$ cat config.mk
export PLATFORM = sky130hd
export DESIGN_NAME = transmitter_duty_cycle_timer
export DESIGN_NICKNAME = d
export VERILOG_FILES = /design/src/design/tdct_pkg.sv /design/src/design/tdct_core.sv /design/src/design/transmitter_duty_cycle_timer.sv
export SDC_FILE = /design/constraint.sdc
export NUM_CORES = 1
export LEC_CHECK = 0
export BUFFER_PORTS_ARGS = -buffer_cell sky130_fd_sc_hd__clkbuf_2
export CAP_MARGIN = 20
export CORE_MARGIN = 4
export CORE_UTILIZATION = 35
export CTS_BUF_LIST = sky130_fd_sc_hd__clkbuf_8
export DETAILED_ROUTE_END_ITERATION = 10
export HOLD_SLACK_MARGIN = 0.02
export MAX_ROUTING_LAYER = met4
export PLACE_DENSITY = 0.62
export SYNTH_ARGS = -nofsm -noshare
export SYNTH_HDL_FRONTEND = slang
export SYNTH_SLANG_ARGS = --single-unit
$ cat constraint.sdc
create_clock -name i_clk -period 5.2 [get_ports i_clk]
set_input_delay 0.78 -clock i_clk [delete_from_list [all_inputs] [get_ports i_clk]]
set_output_delay 0.78 -clock i_clk [all_outputs]
set_load 0.01 [all_outputs]
$ cat src/design/tdct_pkg.sv
// Package for the transmitter duty-cycle timer.
// Holds operation and command codes, field widths and the timer state type.
// No dependencies.
package tdct_pkg;

    localparam int unsigned SECS_W = 16;        // width of every seconds field
    localparam int unsigned SEC_CNT_W = SECS_W + 1;
    // Elapsed-seconds counter sticks here: at or above every 16-bit period
    localparam logic [SEC_CNT_W-1:0] SEC_CNT_MAX = {1'b1, {SECS_W{1'b0}}};

    typedef enum logic [1:0] {
        OP_TICK  = 2'd0,
        OP_BURST = 2'd1,
        OP_APPLY = 2'd2,
        OP_START = 2'd3
    } t_op;

    typedef enum logic [1:0] {
        CMD_NONE = 2'd0,
        CMD_ON   = 2'd1,
        CMD_OFF  = 2'd2
    } t_cmd;

    typedef enum logic [1:0] {
        REG_ON_SECONDS  = 2'd0,
        REG_OFF_SECONDS = 2'd1
    } t_reg_idx;

    // Scheduler state apart from the tick counter
    typedef struct packed {
        logic              on_flag;
        logic [SECS_W-1:0] burst_length;
        logic [SECS_W-1:0] remaining;
    } t_tmr_state;

endpackage

$ cat src/design/tdct_core.sv
// Next-state logic of the transmitter duty-cycle timer for one input word.
// Depends on tdct_pkg. Purely combinational; the top level holds the registers.
module tdct_core
    import tdct_pkg::*;
#(
    parameter int unsigned TICKS_PER_SECOND = 10,
    parameter int unsigned MAX_ON_SECONDS   = 1800,
    parameter int unsigned SUB_W            = 4
) (
    input  t_tmr_state           i_state,
    input  logic [SEC_CNT_W-1:0] i_sec,
    input  logic [SUB_W-1:0]     i_sub,
    input  t_op                  i_op,
    input  logic [SECS_W-1:0]    i_burst_seconds,
    input  logic [SECS_W-1:0]    i_on_seconds,
    input  logic [SECS_W-1:0]    i_off_seconds,
    output t_tmr_state           o_state,
    output logic [SEC_CNT_W-1:0] o_sec,
    output logic [SUB_W-1:0]     o_sub,
    output t_cmd                 o_cmd
);

    localparam logic [SUB_W-1:0]  SUB_LAST = SUB_W'(TICKS_PER_SECOND - 1);
    localparam logic [SECS_W-1:0] MAX_ON   = SECS_W'(MAX_ON_SECONDS);

    logic                 restart;
    logic                 burst_done;
    logic                 off_done;
    logic                 on_done;
    logic [SEC_CNT_W-1:0] base_sec;
    logic [SUB_W-1:0]     base_sub;

    // Period compares: ticks >= secs*TPS is the same as whole seconds >= secs
    assign burst_done = i_sec >= {1'b0, i_state.burst_length};
    assign off_done   = i_sec >= {1'b0, i_off_seconds};
    assign on_done    = i_sec >= {1'b0, i_on_seconds};

    always_comb begin
        o_state  = i_state;
        o_cmd    = CMD_NONE;
        restart  = 1'b0;
        o_sec    = i_sec;
        o_sub    = i_sub;
        base_sec = '0;
        base_sub = '0;

        unique case (i_op)
            OP_TICK: begin
                if (i_state.burst_length != '0) begin
                    if (burst_done) begin
                        o_cmd                = CMD_OFF;
                        o_state.on_flag      = 1'b0;
                        o_state.burst_length = '0;
                        o_state.remaining    = '0;
                        restart              = 1'b1;
                    end else begin
                        o_state.remaining = i_state.burst_length - i_sec[SECS_W-1:0];
                    end
                end else if (!i_state.on_flag) begin
                    if (off_done) begin
                        o_cmd           = CMD_ON;
                        o_state.on_flag = 1'b1;
                        restart         = 1'b1;
                    end
                end else begin
                    if (on_done) begin
                        o_cmd             = CMD_OFF;
                        o_state.on_flag   = 1'b0;
                        o_state.remaining = '0;
                        restart           = 1'b1;
                    end else begin
                        o_state.remaining = i_on_seconds - i_sec[SECS_W-1:0];
                    end
                end
                // Advance the counter, from zero after a switch; seconds stick at the cap
                base_sec = restart ? '0 : i_sec;
                base_sub = restart ? '0 : i_sub;
                if (base_sub == SUB_LAST) begin
                    o_sub = '0;
                    o_sec = (base_sec == SEC_CNT_MAX) ? SEC_CNT_MAX
                                                      : base_sec + SEC_CNT_W'(1);
                end else begin
                    o_sub = base_sub + SUB_W'(1);
                    o_sec = base_sec;
                end
            end
            OP_BURST: begin
                o_state.burst_length = i_burst_seconds;
                o_state.on_flag      = 1'b1;
                o_cmd                = CMD_ON;
                o_sec                = '0;
                o_sub                = '0;
            end
            OP_APPLY: begin
                if (i_on_seconds <= MAX_ON && i_off_seconds != '0) begin
                    o_state.on_flag = 1'b1;
                    o_cmd           = CMD_ON;
                    o_sec           = '0;
                    o_sub           = '0;
                end
            end
            OP_START: begin
                o_state.burst_length = '0;
                o_state.on_flag      = (i_on_seconds != '0);
                o_cmd                = (i_on_seconds != '0) ? CMD_ON : CMD_OFF;
                o_sec                = '0;
                o_sub                = '0;
            end
            default: begin
                o_cmd = CMD_NONE;
            end
        endcase
    end

endmodule

$ cat src/design/transmitter_duty_cycle_timer.sv
// Top level of the transmitter duty-cycle timer: handshakes, state registers,
// configuration registers and the result register. Depends on tdct_pkg, tdct_core.
//
// Usage:
//   Input words arrive on s_axis: tuser carries the operation (tick, start burst,
//   apply durations, start-up), tdata carries the burst length in seconds.
//   Each accepted word yields exactly one result word on m_axis with the
//   transmitter state, a transmit-on/off command and the seconds of on time left.
//   The user must write on/off periods via i_cfg_* only while idle; not enforced.
//   Latency: the result is valid in the cycle after the input word is accepted.
//   Throughput: one word per cycle while results are taken; all work is one
//   pass through the next-state logic between state and result registers.
//   The tick count is kept as whole seconds plus a tick-within-second counter,
//   so no divider is needed.
//   Stall: while a result waits and m_axis_tready is low, s_axis_tready is low;
//   the result register frees as it is taken, so a new word is accepted in the
//   same cycle.
//   Reset (synchronous, active low): transmitter off, counters, burst, remaining
//   and both periods cleared; no result pending.
module transmitter_duty_cycle_timer
    import tdct_pkg::*;
#(
    parameter int unsigned TICKS_PER_SECOND = 10,
    parameter int unsigned MAX_ON_SECONDS   = 1800
) (
    input  logic        i_clk,
    input  logic        i_rst_n,
    // configuration write port
    input  logic        i_cfg_we,
    input  logic [1:0]  i_cfg_addr,
    input  logic [15:0] i_cfg_wdata,
    // input stream
    input  logic        s_axis_tvalid,
    output logic        s_axis_tready,
    input  logic [15:0] s_axis_tdata,   // [15:0] burst_seconds
    input  logic [1:0]  s_axis_tuser,   // [1:0] operation
    // output stream
    output logic        m_axis_tvalid,
    input  logic        m_axis_tready,
    output logic [23:0] m_axis_tdata    // [0] tx_on, [2:1] command,
                                        // [18:3] remaining_seconds, [23:19] zero
);

    localparam int unsigned SUB_W = (TICKS_PER_SECOND > 1) ? $clog2(TICKS_PER_SECOND) : 1;

    t_tmr_state           r_state, n_state;
    logic [SEC_CNT_W-1:0] r_sec, n_sec;
    logic [SUB_W-1:0]     r_sub, n_sub;
    logic [SECS_W-1:0]    r_on_seconds;
    logic [SECS_W-1:0]    r_off_seconds;
    logic                 r_out_valid;
    logic                 r_out_tx_on;
    t_cmd                 r_out_cmd;
    logic [SECS_W-1:0]    r_out_remaining;
    t_cmd                 n_cmd;
    logic                 in_accept;

    assign s_axis_tready = !r_out_valid || m_axis_tready;
    assign in_accept     = s_axis_tvalid && s_axis_tready;

    // Next state for the word on the input
    tdct_core #(
        .TICKS_PER_SECOND (TICKS_PER_SECOND),
        .MAX_ON_SECONDS   (MAX_ON_SECONDS),
        .SUB_W            (SUB_W)
    ) u_core (
        .i_state         (r_state),
        .i_sec           (r_sec),
        .i_sub           (r_sub),
        .i_op            (t_op'(s_axis_tuser)),
        .i_burst_seconds (s_axis_tdata),
        .i_on_seconds    (r_on_seconds),
        .i_off_seconds   (r_off_seconds),
        .o_state         (n_state),
        .o_sec           (n_sec),
        .o_sub           (n_sub),
        .o_cmd           (n_cmd)
    );

    // Configuration registers
    always_ff @(posedge i_clk) begin
        if (!i_rst_n) begin
            r_on_seconds  <= '0;
            r_off_seconds <= '0;
        end else if (i_cfg_we) begin
            unique case (i_cfg_addr)
                REG_ON_SECONDS:  r_on_seconds  <= i_cfg_wdata;
                REG_OFF_SECONDS: r_off_seconds <= i_cfg_wdata;
                default: ;
            endcase
        end
    end

    // Scheduler state: advance on each accepted word
    always_ff @(posedge i_clk) begin
        if (!i_rst_n) begin
            r_state <= '0;
            r_sec   <= '0;
            r_sub   <= '0;
        end else if (in_accept) begin
            r_state <= n_state;
            r_sec   <= n_sec;
            r_sub   <= n_sub;
        end
    end

    // Result register: load on accept, drop valid once taken
    always_ff @(posedge i_clk) begin
        if (!i_rst_n) begin
            r_out_valid <= 1'b0;
        end else if (in_accept) begin
            r_out_valid <= 1'b1;
        end else if (m_axis_tready) begin
            r_out_valid <= 1'b0;
        end
    end

    always_ff @(posedge i_clk) begin
        if (in_accept) begin
            r_out_tx_on     <= n_state.on_flag;
            r_out_cmd       <= n_cmd;
            r_out_remaining <= n_state.remaining;
        end
    end

    assign m_axis_tvalid = r_out_valid;
    assign m_axis_tdata  = {5'b0, r_out_remaining, r_out_cmd, r_out_tx_on};

    // Checks
    a_cmd_on_state: assert property (@(posedge i_clk) disable iff (!i_rst_n)
        (r_out_valid && r_out_cmd == CMD_ON) |-> r_out_tx_on)
        else $error("transmit-on command with transmitter off");

    a_cmd_off_state: assert property (@(posedge i_clk) disable iff (!i_rst_n)
        (r_out_valid && r_out_cmd == CMD_OFF) |-> !r_out_tx_on)
        else $error("transmit-off command with transmitter on");

    a_sub_range: assert property (@(posedge i_clk) disable iff (!i_rst_n)
        r_sub <= SUB_W'(TICKS_PER_SECOND - 1))
        else $error("tick-within-second counter out of range");

    a_sec_cap: assert property (@(posedge i_clk) disable iff (!i_rst_n)
        r_sec <= SEC_CNT_MAX)
        else $error("seconds counter passed its cap");

    a_switch_restart: assert property (@(posedge i_clk) disable iff (!i_rst_n)
        (in_accept && n_cmd != CMD_NONE && t_op'(s_axis_tuser) != OP_TICK)
        |=> (r_sec == '0 && r_sub == '0))
        else $error("counter not restarted on switch");

endmodule

==> results of run 1 <==
[logic make-up after synthesis]
logic type | synth area share [%]
compound gates | 25.3
simple gates | 18.1
fa+ha+maj | 14.4
mux | 0.428
xor+xnor | 3.00
other cells | 0.0513
flops | 31.6
buf+inv | 7.10
[through the flow]
stage | util [%] | hold WS (ps) | total power [mW] | instances
detailed placement | 38.8 | 459 | 1.36 | 1195
global route | 39.8 | 499 | 1.96 | 1211
floorplan | - | 436 | 1.23 | 891
finish | 39.8 | 471 | 1.86 | 1211
CTS | 39.7 | 475 | 1.88 | 1211
global placement | 38.8 | 443 | 1.36 | 1195
[registers in the layout, indices dropped and copies added (netlist names)]
| register | flops |
|---|---|
| m_axis_tvalid | 1 |
| r_off_seconds | 16 |
| r_on_seconds | 16 |
| r_out_cmd | 2 |
| r_out_remaining | 16 |
| r_out_tx_on | 1 |
| r_sec | 17 |
| r_state | 33 |
| r_sub | 4 |
[worst reg2reg max path: cells and delay by family (launching register included)]
family / cells / cell delay (ps)
compound gates: 4 / 570
fa+ha+maj: 2 / 660
buf+inv: 1 / 270
flops: 1 / 420
simple gates: 11 / 2800
[metal layers]
metal	vias up	global-route usage, %	share of wire [%]
li1	3268	-	-
met1	3135	26.5	48
met2	206	29.5	45
met3	31	2.98	5.1
met4	0	6.28	2.5
met5	-	-	0
[power breakdown]
part / leakage [nW] / internal (mW) / switching (mW) / total [mW]
registers: 0.895 / 0.871 / 0.0238 / 0.895
logic: 2.26 / 0.167 / 0.282 / 0.449
clock network: 0.102 / 0.207 / 0.311 / 0.518
total: 3.25 / 1.25 / 0.617 / 1.86
[how the worst max path moves through the flow]
| stage | to | slack [ps] | from | depth (start not counted) |
|---|---|---|---|---|
| after floorplan | r_sec[15]$_SDFFE_PN0P_ | 1020 | r_state[26]$_SDFFE_PN0P_ | 19 |
| after global placement | r_sec[15]$_SDFFE_PN0P_ | 560 | r_state[27]$_SDFFE_PN0P_ | 19 |
| final | r_sec[15]$_SDFFE_PN0P_ | 360 | r_sec[10]$_SDFFE_PN0P_ | 18 |
| after global routing | r_sec[15]$_SDFFE_PN0P_ | 10 | r_state[26]$_SDFFE_PN0P_ | 19 |
| after CTS | r_sec[15]$_SDFFE_PN0P_ | 420 | r_sec[10]$_SDFFE_PN0P_ | 18 |
| after detailed placement | r_sec[15]$_SDFFE_PN0P_ | 450 | r_sec[10]$_SDFFE_PN0P_ | 18 |
[area by class of cell]
class | instances | area share, %
flip-flops and latches | 106 | 28.5
repair buffers | 81 | 5.62
multi-input cells | 660 | 55.6
clock buffers | 11 | 1.87
inverters | 78 | 3.61
clock inverters | 5 | 0.572
well taps | 270 | 4.17
[cells in the mapped netlist, types with 11 or more instances]
cell type / number
a21oi_1: 82
a22oi_1: 17
a31oi_1: 24
clkbuf_1: 28
dfxtp_1: 87
edfxtp_1: 19
ha_1: 81
inv_1: 77
nand2_1: 114
nand2b_1: 11
nand3_1: 13
nand4_1: 13
nor2_1: 52
nor3_1: 14
nor4_1: 11
o211ai_1: 12
o21a_1: 24
o21ai_0: 34
xnor2_1: 16
[cells in the final DEF, fill, tap and decap left out, drive strengths merged, types with 24 or more instances in the layout]
| cell | n |
|---|---|
| a31oi | 24 |
| inv | 79 |
| o21ai | 38 |
| ha | 81 |
| nand2 | 114 |
| a21oi | 83 |
| dfxtp | 87 |
| nor2 | 52 |
| o21a | 24 |
| clkbuf | 72 |
==> impl_results.md, run 1 <==
- Final min period: 4840 ps
- FF-to-FF End: r_sec[15]$_SDFFE_PN0P_
- CP Buf/Inv Count: 1
- Dominant synthesized flop cell: dfxtp_1
- Slowest stage cell, crit path: or4_1
- Reg2Reg Setup Slack: 360 ps
- Hold-fix buffers, CTS: 0
- Ratio of cells with drive above 1 in the final layout: 13.6%
- Hold Startpoint: r_on_seconds[15]$_SDFFE_PN0P_
- Worst endpoint data arrival time: approximately 5100 ps
- Class of the worst hold path: reg -> reg
- Area of the multi-input gates: 0.00450 mm2
- CTS Buffer Depth: 2
- Achievable frequency: about 0.21 GHz
- Startpoint Class: flip-flop
- Avg Inst Size Synth: a little over 8 um2
- Power Dens Cells: about 230 mW/mm2
- WP data required: 5480 ps
- Fillers: 2119
- Post-route worst setup slack: 360 ps
- Initial antenna violation count: 0
- Static leakage: 3.25 nW
- CP top delay family: simple AND/OR/NAND/NOR gates
- Final GP Congestion: between 0.9 and 1
- # DRC: 0
- HPWL after detailed placement: between 15 and 20 mm
- Final setup viols: 0
- Die Height: approximately 150 um
- FF+latch count, synth: 106
- Die area: between 0.02 and 0.025 mm2
- Yosys top cell area share: 23.8%
- Die W: 153 um
- Synth area leader: dfxtp_1
- CTS Buf Count: 9
- Post-DRT Antenna Nets: 0
- FF+latch area: 0.00231 mm2
- Ys async rst share: 0%
- Global-route wire length before repair: 35.2 mm
- Post-CTS sizing: 0
- Setup_tns: 0 ps
- DRT iter0 DRCs: 604
- Antenna cell count: 0
- Vias in the first global route: ~6300
- Setup CP Type: reg -> reg
- Routed via count: ~6600
- Worst slew pin tran: ~1100 ps
- Post-synthesis cell count: 887
- Hold violation count in the final report: 0
- Largest stage delay, worst path: approximately 580 ps
- Normalized max-slew margin: 28.1%
- Synth Cell Area: 0.00731 mm2
- Hold Crit Endpoint: r_on_seconds[15]$_SDFFE_PN0P_
- Synth warnings: 0
- Total GRT Usage: 19.4%
- Netlist cell types: slightly below 80
- Vias per Instance: between 5 and 6
- Nets@finish: roughly 1100
- Later-pin clock latency in the skew report: 400 ps
- Setup crit end kind: flip-flop
- Count of TritonRoute iterations in the first routing pass: 5
- # rows: 52
- VDD IR-drop max: about 0.15 mV
- TritonCTS clock tree: built
- Crit path cell chain: ha_1 -> nand4_1 -> or4_1 -> a21oi_2 -> nor2_1 -> nand2_1 -> o211ai_2 -> buf_4 -> nand2_1 -> ha_1 -> nand3b_4 -> nor4_2 -> nand4_1 -> nor3_4 -> nand3_1 -> or3_1 -> o211ai_1 -> a31oi_1
- Clock sinks: 106
- Area Overhead vs Synth: 10.8%
- Routed WL per cell: approximately 18 um
- H-tree Lvls: 3
- RSZ-0062 raised after global routing: false
- Clock root buffer: clkbuf_8
- Post-route cell area: 0.00810 mm2
- PortBufs: 61
- Clock Skew: 14.3 ps
- Post-synth EDFFs: 19
- Post-DP Area: approximately 0.0079 mm2
- # IOs: 67
- Total wire length: 22.0 mm
- Hold Path Stages: 2
- Setup WS pre-CTS: 453 ps
- Post-CTS Setup Inserts: 0
- Core region area: ~0.020 mm2
- Largest net degree at the start of global routing: 53
- Crit Path Max Fanout: 35
- Clock-pin slew on the worst setup and hold paths: 100 ps
- Synth top area cells: dfxtp_1 24%, ha_1 14%, edfxtp_1 7.8%
- Outcome: finished clean
- Register area share after synthesis: 31.6%
- Initial Utilization: 35.9%
- Fin. max-slew vios: 0
- Tcrit/Tclk final: 93.1%
- Total gr overflow: 0
- Cell count of the worst reg-to-reg path: 18
- Critical R2R Launch: r_sec[10]$_SDFFE_PN0P_
- MaxCap Viol Count: 0
No activity file was read; power rests on OpenSTA's default activity.
==> run 2: changes to the inputs <==
==> constraint.sdc (replaced) <==
create_clock -name i_clk -period 5.2 [get_ports i_clk]
set_input_delay 0.52 -clock i_clk [delete_from_list [all_inputs] [get_ports i_clk]]
set_output_delay 0.52 -clock i_clk [all_outputs]
set_load 0.01 [all_outputs]
==> impl_results.md, run 2 (synthesis gave the netlist of run 1 again) <==
- Outcome: finished clean
- RSZ-0062 raised after global routing: false
- Worst Setup SP: r_sec[11]$_SDFFE_PN0P_
- Initial antenna violation count: 0
- Global-route wire length before repair: 35.3 mm
- Biggest register: r_state
- Achievable frequency: a little over 0.2 GHz
- Final setup viols: 0
- Total wire length: approximately 22 mm
- Ratio of cells with drive above 1 in the final layout: 13.4%
- Post-DRT Antenna Nets: 0
- Setup crit end kind: flip-flop
- Largest net degree at the start of global routing: 53
- TritonCTS clock tree: built
- # IOs: 67
- Area Overhead vs Synth: 10.5%
- Die area: roughly 0.023 mm2
- Reg2Reg Setup Slack: 330 ps
- Static leakage: approximately 3.2 nW
- Normalized max-slew margin: 33.6%
- FF-to-FF End: r_sec[15]$_SDFFE_PN0P_
- Initial Utilization: 35.9%
- Antenna cell count: 0
- Hold-fix buffers, CTS: 0
- Area of the multi-input gates: 0.00450 mm2
- Largest regs: r_state: 33 flops, r_sec: 17 flops
- Worst endpoint data arrival time: 5130 ps
- PortBufs: 61
- Routed WL per cell: about 18 um
- Clock root buffer: clkbuf_8
- FF+latch area: 0.00231 mm2
- # rows: between 50 and 60
- Clock sinks: 106
- Total GRT Usage: 19.4%
- CP endpoint: r_sec[15]$_SDFFE_PN0P_
- VDD IR-drop max: 0.175 mV
- Slowest stage cell, crit path: or4_1
- Die Height: 153 um
- Startpoint Class: flip-flop
- Commonest cells after routing, fill and taps aside: 114 x nand2_1, 87 x dfxtp_1, 82 x a21oi_1
- Hold Startpoint: i_cfg_wdata[4]
- Power Dens Cells: 228 mW/mm2
- Crit Path Max Fanout: 35
- # DRC: 0
- Tcrit/Tclk final: 93.6%
- Core region area: 0.0204 mm2
- Critical R2R Launch: r_sec[11]$_SDFFE_PN0P_
- Final min period: 4870 ps
- MaxCap Viol Count: 0
- Cell count of the worst reg-to-reg path: 18
- Most common library cell in the layout ignoring fill and taps: nand2_1
- Largest register FFs: 33
- Class of the worst hold path: in -> reg
- Post-CTS Setup Inserts: 0
- Count of TritonRoute iterations in the first routing pass: 5
- WP data required: 5470 ps
- DRT iter0 DRCs: 647
- Vias in the first global route: 6464
- Die W: 153 um
- Routed via count: 6692
- Vias per Instance: 5.53
- Largest stage delay, worst path: around 580 ps
- Clock Skew: 13.3 ps
- Nets@finish: 1060
- Fin. max-slew vios: 0
- Setup CP Type: reg -> reg
- Fillers: 2135
- CTS Buffer Depth: 2
- Setup_tns: 0 ps
- H-tree Lvls: 3
- Crit path cell chain: ha_1 -> nand4_1 -> or4_1 -> a21oi_2 -> nor2_1 -> nand2_1 -> o211ai_2 -> buf_4 -> nand2_1 -> ha_1 -> nand3b_4 -> nor4_2 -> nand4_1 -> nor3_2 -> nand3_1 -> or3_1 -> o211ai_1 -> a31oi_1
- Final GP Congestion: 0.973
- Tot Pwr: approximately 1.8 mW
- HPWL after detailed placement: 17.3 mm
- Total gr overflow: 0
- Post-CTS sizing: 0
- Clock-pin slew on the worst setup and hold paths: 110 ps
- CTS Buf Count: 9
- Later-pin clock latency in the skew report: 400 ps
- Worst slew pin tran: 971 ps
- Hold violation count in the final report: 0
run 2: worst min-delay path by stage:
stage,endpoint,depth (start not counted),slack [ps]
6_report,r_on_seconds[4]$_SDFFE_PN0P_,3,340
5_1_grt,r_off_seconds[8]$_SDFFE_PN0P_,3,320
4_1_cts,r_on_seconds[9]$_SDFFE_PN0P_,3,320
3_5_place_dp,r_on_seconds[15]$_SDFFE_PN0P_,2,450
3_3_place_gp,r_on_seconds[15]$_SDFFE_PN0P_,2,440
2_1_floorplan,r_on_seconds[15]$_SDFFE_PN0P_,2,440
run 2: metal layers:
layer	vias up	share of wire [%]	track usage, %
li1	3289	-	-
met1	3114	46	26.3
met2	240	43	28.4
met3	49	6.0	3.55
met4	0	4.1	8.27
met5	-	0	-
run 2: layout make-up:
cell class	count	area share, %
Clock buffer	9	1.53
Clock inverter	7	0.666
Sequential cell	106	28.6
Multi-Input combinational cell	660	55.7
Inverter	78	3.63
Tap cell	270	4.18
Timing Repair Buffer	81	5.64
run 2: power by group:
| group | internal (mW) | switching, mW |
|---|---|---|
| Sequential | 0.871 | 0.0234 |
| Combinational | 0.167 | 0.283 |
| Clock | 0.179 | 0.314 |
run 2: critical path: cells and delay by family, from the launching register on:
family / cells / cell delay, ps
AO/OA/AOI/OAI: 4 / 590
buffers and inverters: 1 / 280
adder cells (fa/ha/maj): 2 / 680
AND/OR/NAND/NOR: 11 / 2790
flip-flops: 1 / 420
run 2: metrics by stage:
step / instances / hold slack, ps / utilization (%) / worst slack, ps / cell area [um2]
2_1_floorplan: 891 / 436 / - / 1020 / 7320
3_3_place_gp: 1195 / 445 / 38.8 / 555 / 7900
3_5_place_dp: 1195 / 453 / 38.8 / 407 / 7900
4_1_cts: 1211 / 323 / 39.6 / 381 / 8070
5_1_grt: 1211 / 323 / 39.6 / 0.483 / 8070
6_report: 1211 / 335 / 39.6 / 334 / 8070
==> run 3: changes to the inputs <==
- ABC_AREA: unset -> 1
==> impl_results.md, run 3 <==
- Outcome: finished clean
- Vias per Instance: 5.08
- Die W: 157 um
- Worst Setup SP: r_sec[2]$_SDFFE_PN0P_
- # IOs: 67
- Post-CTS sizing: 0
- # DRC: 0
- Largest net degree at the start of global routing: 41
- Met1 GRT Util: 26.9%
- Tcrit/Tclk final: 75.5%
- Ys async rst share: 0%
- H-tree Lvls: 3
- FF+latch count, synth: 106
- Achievable frequency: around 0.25 GHz
- # rows: 54
- Cell count of the worst reg-to-reg path: 25
- Final min period: roughly 3900 ps
- Combinational fraction of design power: 26.0%
- Clock sinks: 106
- Post-synthesis cell count: between 1000 and 1500
- HPWL after detailed placement: around 20 mm
- Synth top area cells: dfxtp_1 22%, ha_1 13%, nand2_1 11%
- Initial antenna violation count: 0
- Synth top cells by count: 225 x nand2_1, 188 x inv_1, 111 x a21oi_1
- Clock Skew: approximately 8.9 ps
- GR Util met2: 33.4%
- Register area share after synthesis: between 20% and 30%
- CTS Buf Count: 9
- Clock-pin slew on the worst setup and hold paths: 110 ps
- Setup_tns: 0 ps
- Class of the worst hold path: in -> reg
- GRT Max-Usage Layer: met2
- Total gr overflow: 0
- Count of TritonRoute iterations in the first routing pass: 5
- Power Dens Cells: between 200 and 250 mW/mm2
- Vias in the first global route: between 6000 and 7000
- Static leakage: 3.94 nW
- Later-pin clock latency in the skew report: approximately 400 ps
- Avg Inst Size Synth: 6.95 um2
- Post-CTS Setup Inserts: 0
- Critical R2R Launch: r_sec[2]$_SDFFE_PN0P_
- Setup crit end kind: flip-flop
- Netlist cell types: 49
- Nets@finish: 1284
- Worst endpoint data arrival time: roughly 4200 ps
- Final GP Congestion: about 0.99
- Most common library cell in the layout ignoring fill and taps: nand2_1
- Commonest cells after routing, fill and taps aside: 225 x nand2_1, 189 x inv_1, 111 x a21oi_1
- Total wire length: 24.5 mm
- Yosys top cell area share: 22.5%
- DRT iter0 DRCs: 525
- Synth warnings: 0
- Die Height: 157 um
- Ratio of cells with drive above 1 in the final layout: 11.1%
- Area Overhead vs Synth: 9.28%
- Int Pwr: 1.22 mW
- Crit Path Max Fanout: 19
- CTS Buffer Depth: 2
- Sequential share of power: between 40% and 50%
- Post-DRT Antenna Nets: 0
- PortBufs: 61
- Post-synth EDFFs: 19
- Clock network power share: 26.2%
- Met3 Usage GRT: 2.71%
- Normalized max-slew margin: 34.3%
- Hold-fix buffers, CTS: 0
- FF-to-FF End: r_sec[14]$_SDFFE_PN0P_
- CP endpoint: r_sec[14]$_SDFFE_PN0P_
- RSZ-0062 raised after global routing: false
- VDD IR-drop max: 0.109 mV
- MaxCap Viol Count: 0
- Startpoint Class: flip-flop
- Antenna cell count: 0
- Worst slew pin tran: 983 ps
- Post-DP Area: 0.00829 mm2
- Routed via count: ~7300
- Synth Cell Area: slightly below 0.008 mm2
- Clock root buffer: clkbuf_8
- Total GRT Usage: 20.7%
- Fin. max-slew vios: 0
- Core region area: 0.0218 mm2
- Biggest register: r_state
- Global-route wire length before repair: 38.5 mm
- Largest regs: r_state: 33 flops, r_sec: 17 flops
- Reg2Reg Setup Slack: 1280 ps
- Die area: 0.0246 mm2
- TritonCTS clock tree: built
- Initial Utilization: 35.5%
- Sw power: 0.666 mW
- Switch share: 35.3%
- Hold violation count in the final report: 0
- Post-route cell area: 0.00847 mm2
- Most numerous cell in the Yosys netlist: nand2_1
- WP data required: 5470 ps
- Dominant synthesized flop cell: dfxtp_1
- Synth area leader: dfxtp_1
- Final setup viols: 0
- Setup CP Type: reg -> reg
- Largest register FFs: 33
- Routed WL per cell: about 17 um
-- run 3: final cells by class --
cell class | instances | area, um2
Clock buffer | 10 | 138
Clock inverter | 6 | 42.5
Fill cell | 2353 | 13400
Inverter | 193 | 729
Multi-Input combinational cell | 784 | 4560
Sequential cell | 106 | 2310
Tap cell | 280 | 350
Timing Repair Buffer | 66 | 343
-- run 3: cell families after synthesis --
| family | Yosys count | share of synthesized area (%) |
|---|---|---|
| xor gates and xnor gates | 22 | 2.49 |
| adders and majority gates | 83 | 13.6 |
| DFF | 106 | 29.8 |
| other | 1 | 0.0484 |
| and+or+nand+nor | 414 | 24.3 |
| AOI/OAI and AO/OA | 260 | 18.2 |
| buffers and inverters | 229 | 11.6 |
-- run 3: worst max-delay path, cell delays in order, from the launching register on --
cell	delay [ps]
dfxtp_1	630
inv_1	230
ha_1	430
nand2_1	100
nand2_1	50
nand2_1	60
nand2_1	60
nand2_1	60
nand2_1	60
nand2_1	70
nand4_2	120
nand3_2	140
nand3_4	280
inv_6	200
nand2_1	90
inv_1	80
ha_1	140
nand2_1	70
nor2_2	220
nand2_1	110
nor2_2	250
nand3_1	100
nand2_1	70
nand2_1	40
nand2_1	70
a21oi_2	50
-- run 3: worst min-delay path by stage --
stage	startpoint	endpoint	slack (ps)	cells past startpoint
4_1_cts	i_cfg_wdata[2]	r_off_seconds[2]$_SDFFE_PN0P_	400	3
3_3_place_gp	r_sub[2]$_SDFFE_PN0P_	r_sub[2]$_SDFFE_PN0P_	450	2
2_1_floorplan	r_off_seconds[0]$_SDFFE_PN0P_	r_off_seconds[0]$_SDFFE_PN0P_	440	2
5_1_grt	i_cfg_wdata[6]	r_off_seconds[6]$_SDFFE_PN0P_	420	3
6_report	i_cfg_wdata[2]	r_off_seconds[2]$_SDFFE_PN0P_	410	3
3_5_place_dp	r_sub[2]$_SDFFE_PN0P_	r_sub[2]$_SDFFE_PN0P_	470	2
-- run 3: per-stage QoR --
| stage | std cells | setup WS (ps) | power [mW] | utilization, % | hold slack (ps) |
|---|---|---|---|---|---|
| 3_3_place_gp | 1428 | 1330 | 1.40 | 38.0 | 454 |
| 6_report | 1445 | 1280 | 1.89 | 38.8 | 409 |
| 3_5_place_dp | 1429 | 1310 | 1.41 | 38.0 | 468 |
| 4_1_cts | 1445 | 1290 | 1.90 | 38.8 | 404 |
| 5_1_grt | 1445 | 920 | 2.00 | 38.8 | 419 |
| 2_1_floorplan | 1119 | 2250 | 1.27 | - | 441 |
-- run 3: metal layers --
layer	routed length (um)	up-vias	share of wire, %
met1	11200	3381	46
li1	-	3713	-
met4	719	0	2.9
met2	11500	212	47
met5	0	-	0
met3	1130	36	4.6
-- run 3: power groups by stage --
stage / Sequential [mW] / Combinational (mW) / Clock (mW)
CTS: 0.902 / 0.488 / 0.510
detailed placement: 0.921 / 0.486 / 0
global placement: 0.920 / 0.483 / 0
floorplan: 0.917 / 0.349 / 0
global route: 0.906 / 0.549 / 0.548
finish: 0.903 / 0.492 / 0.495
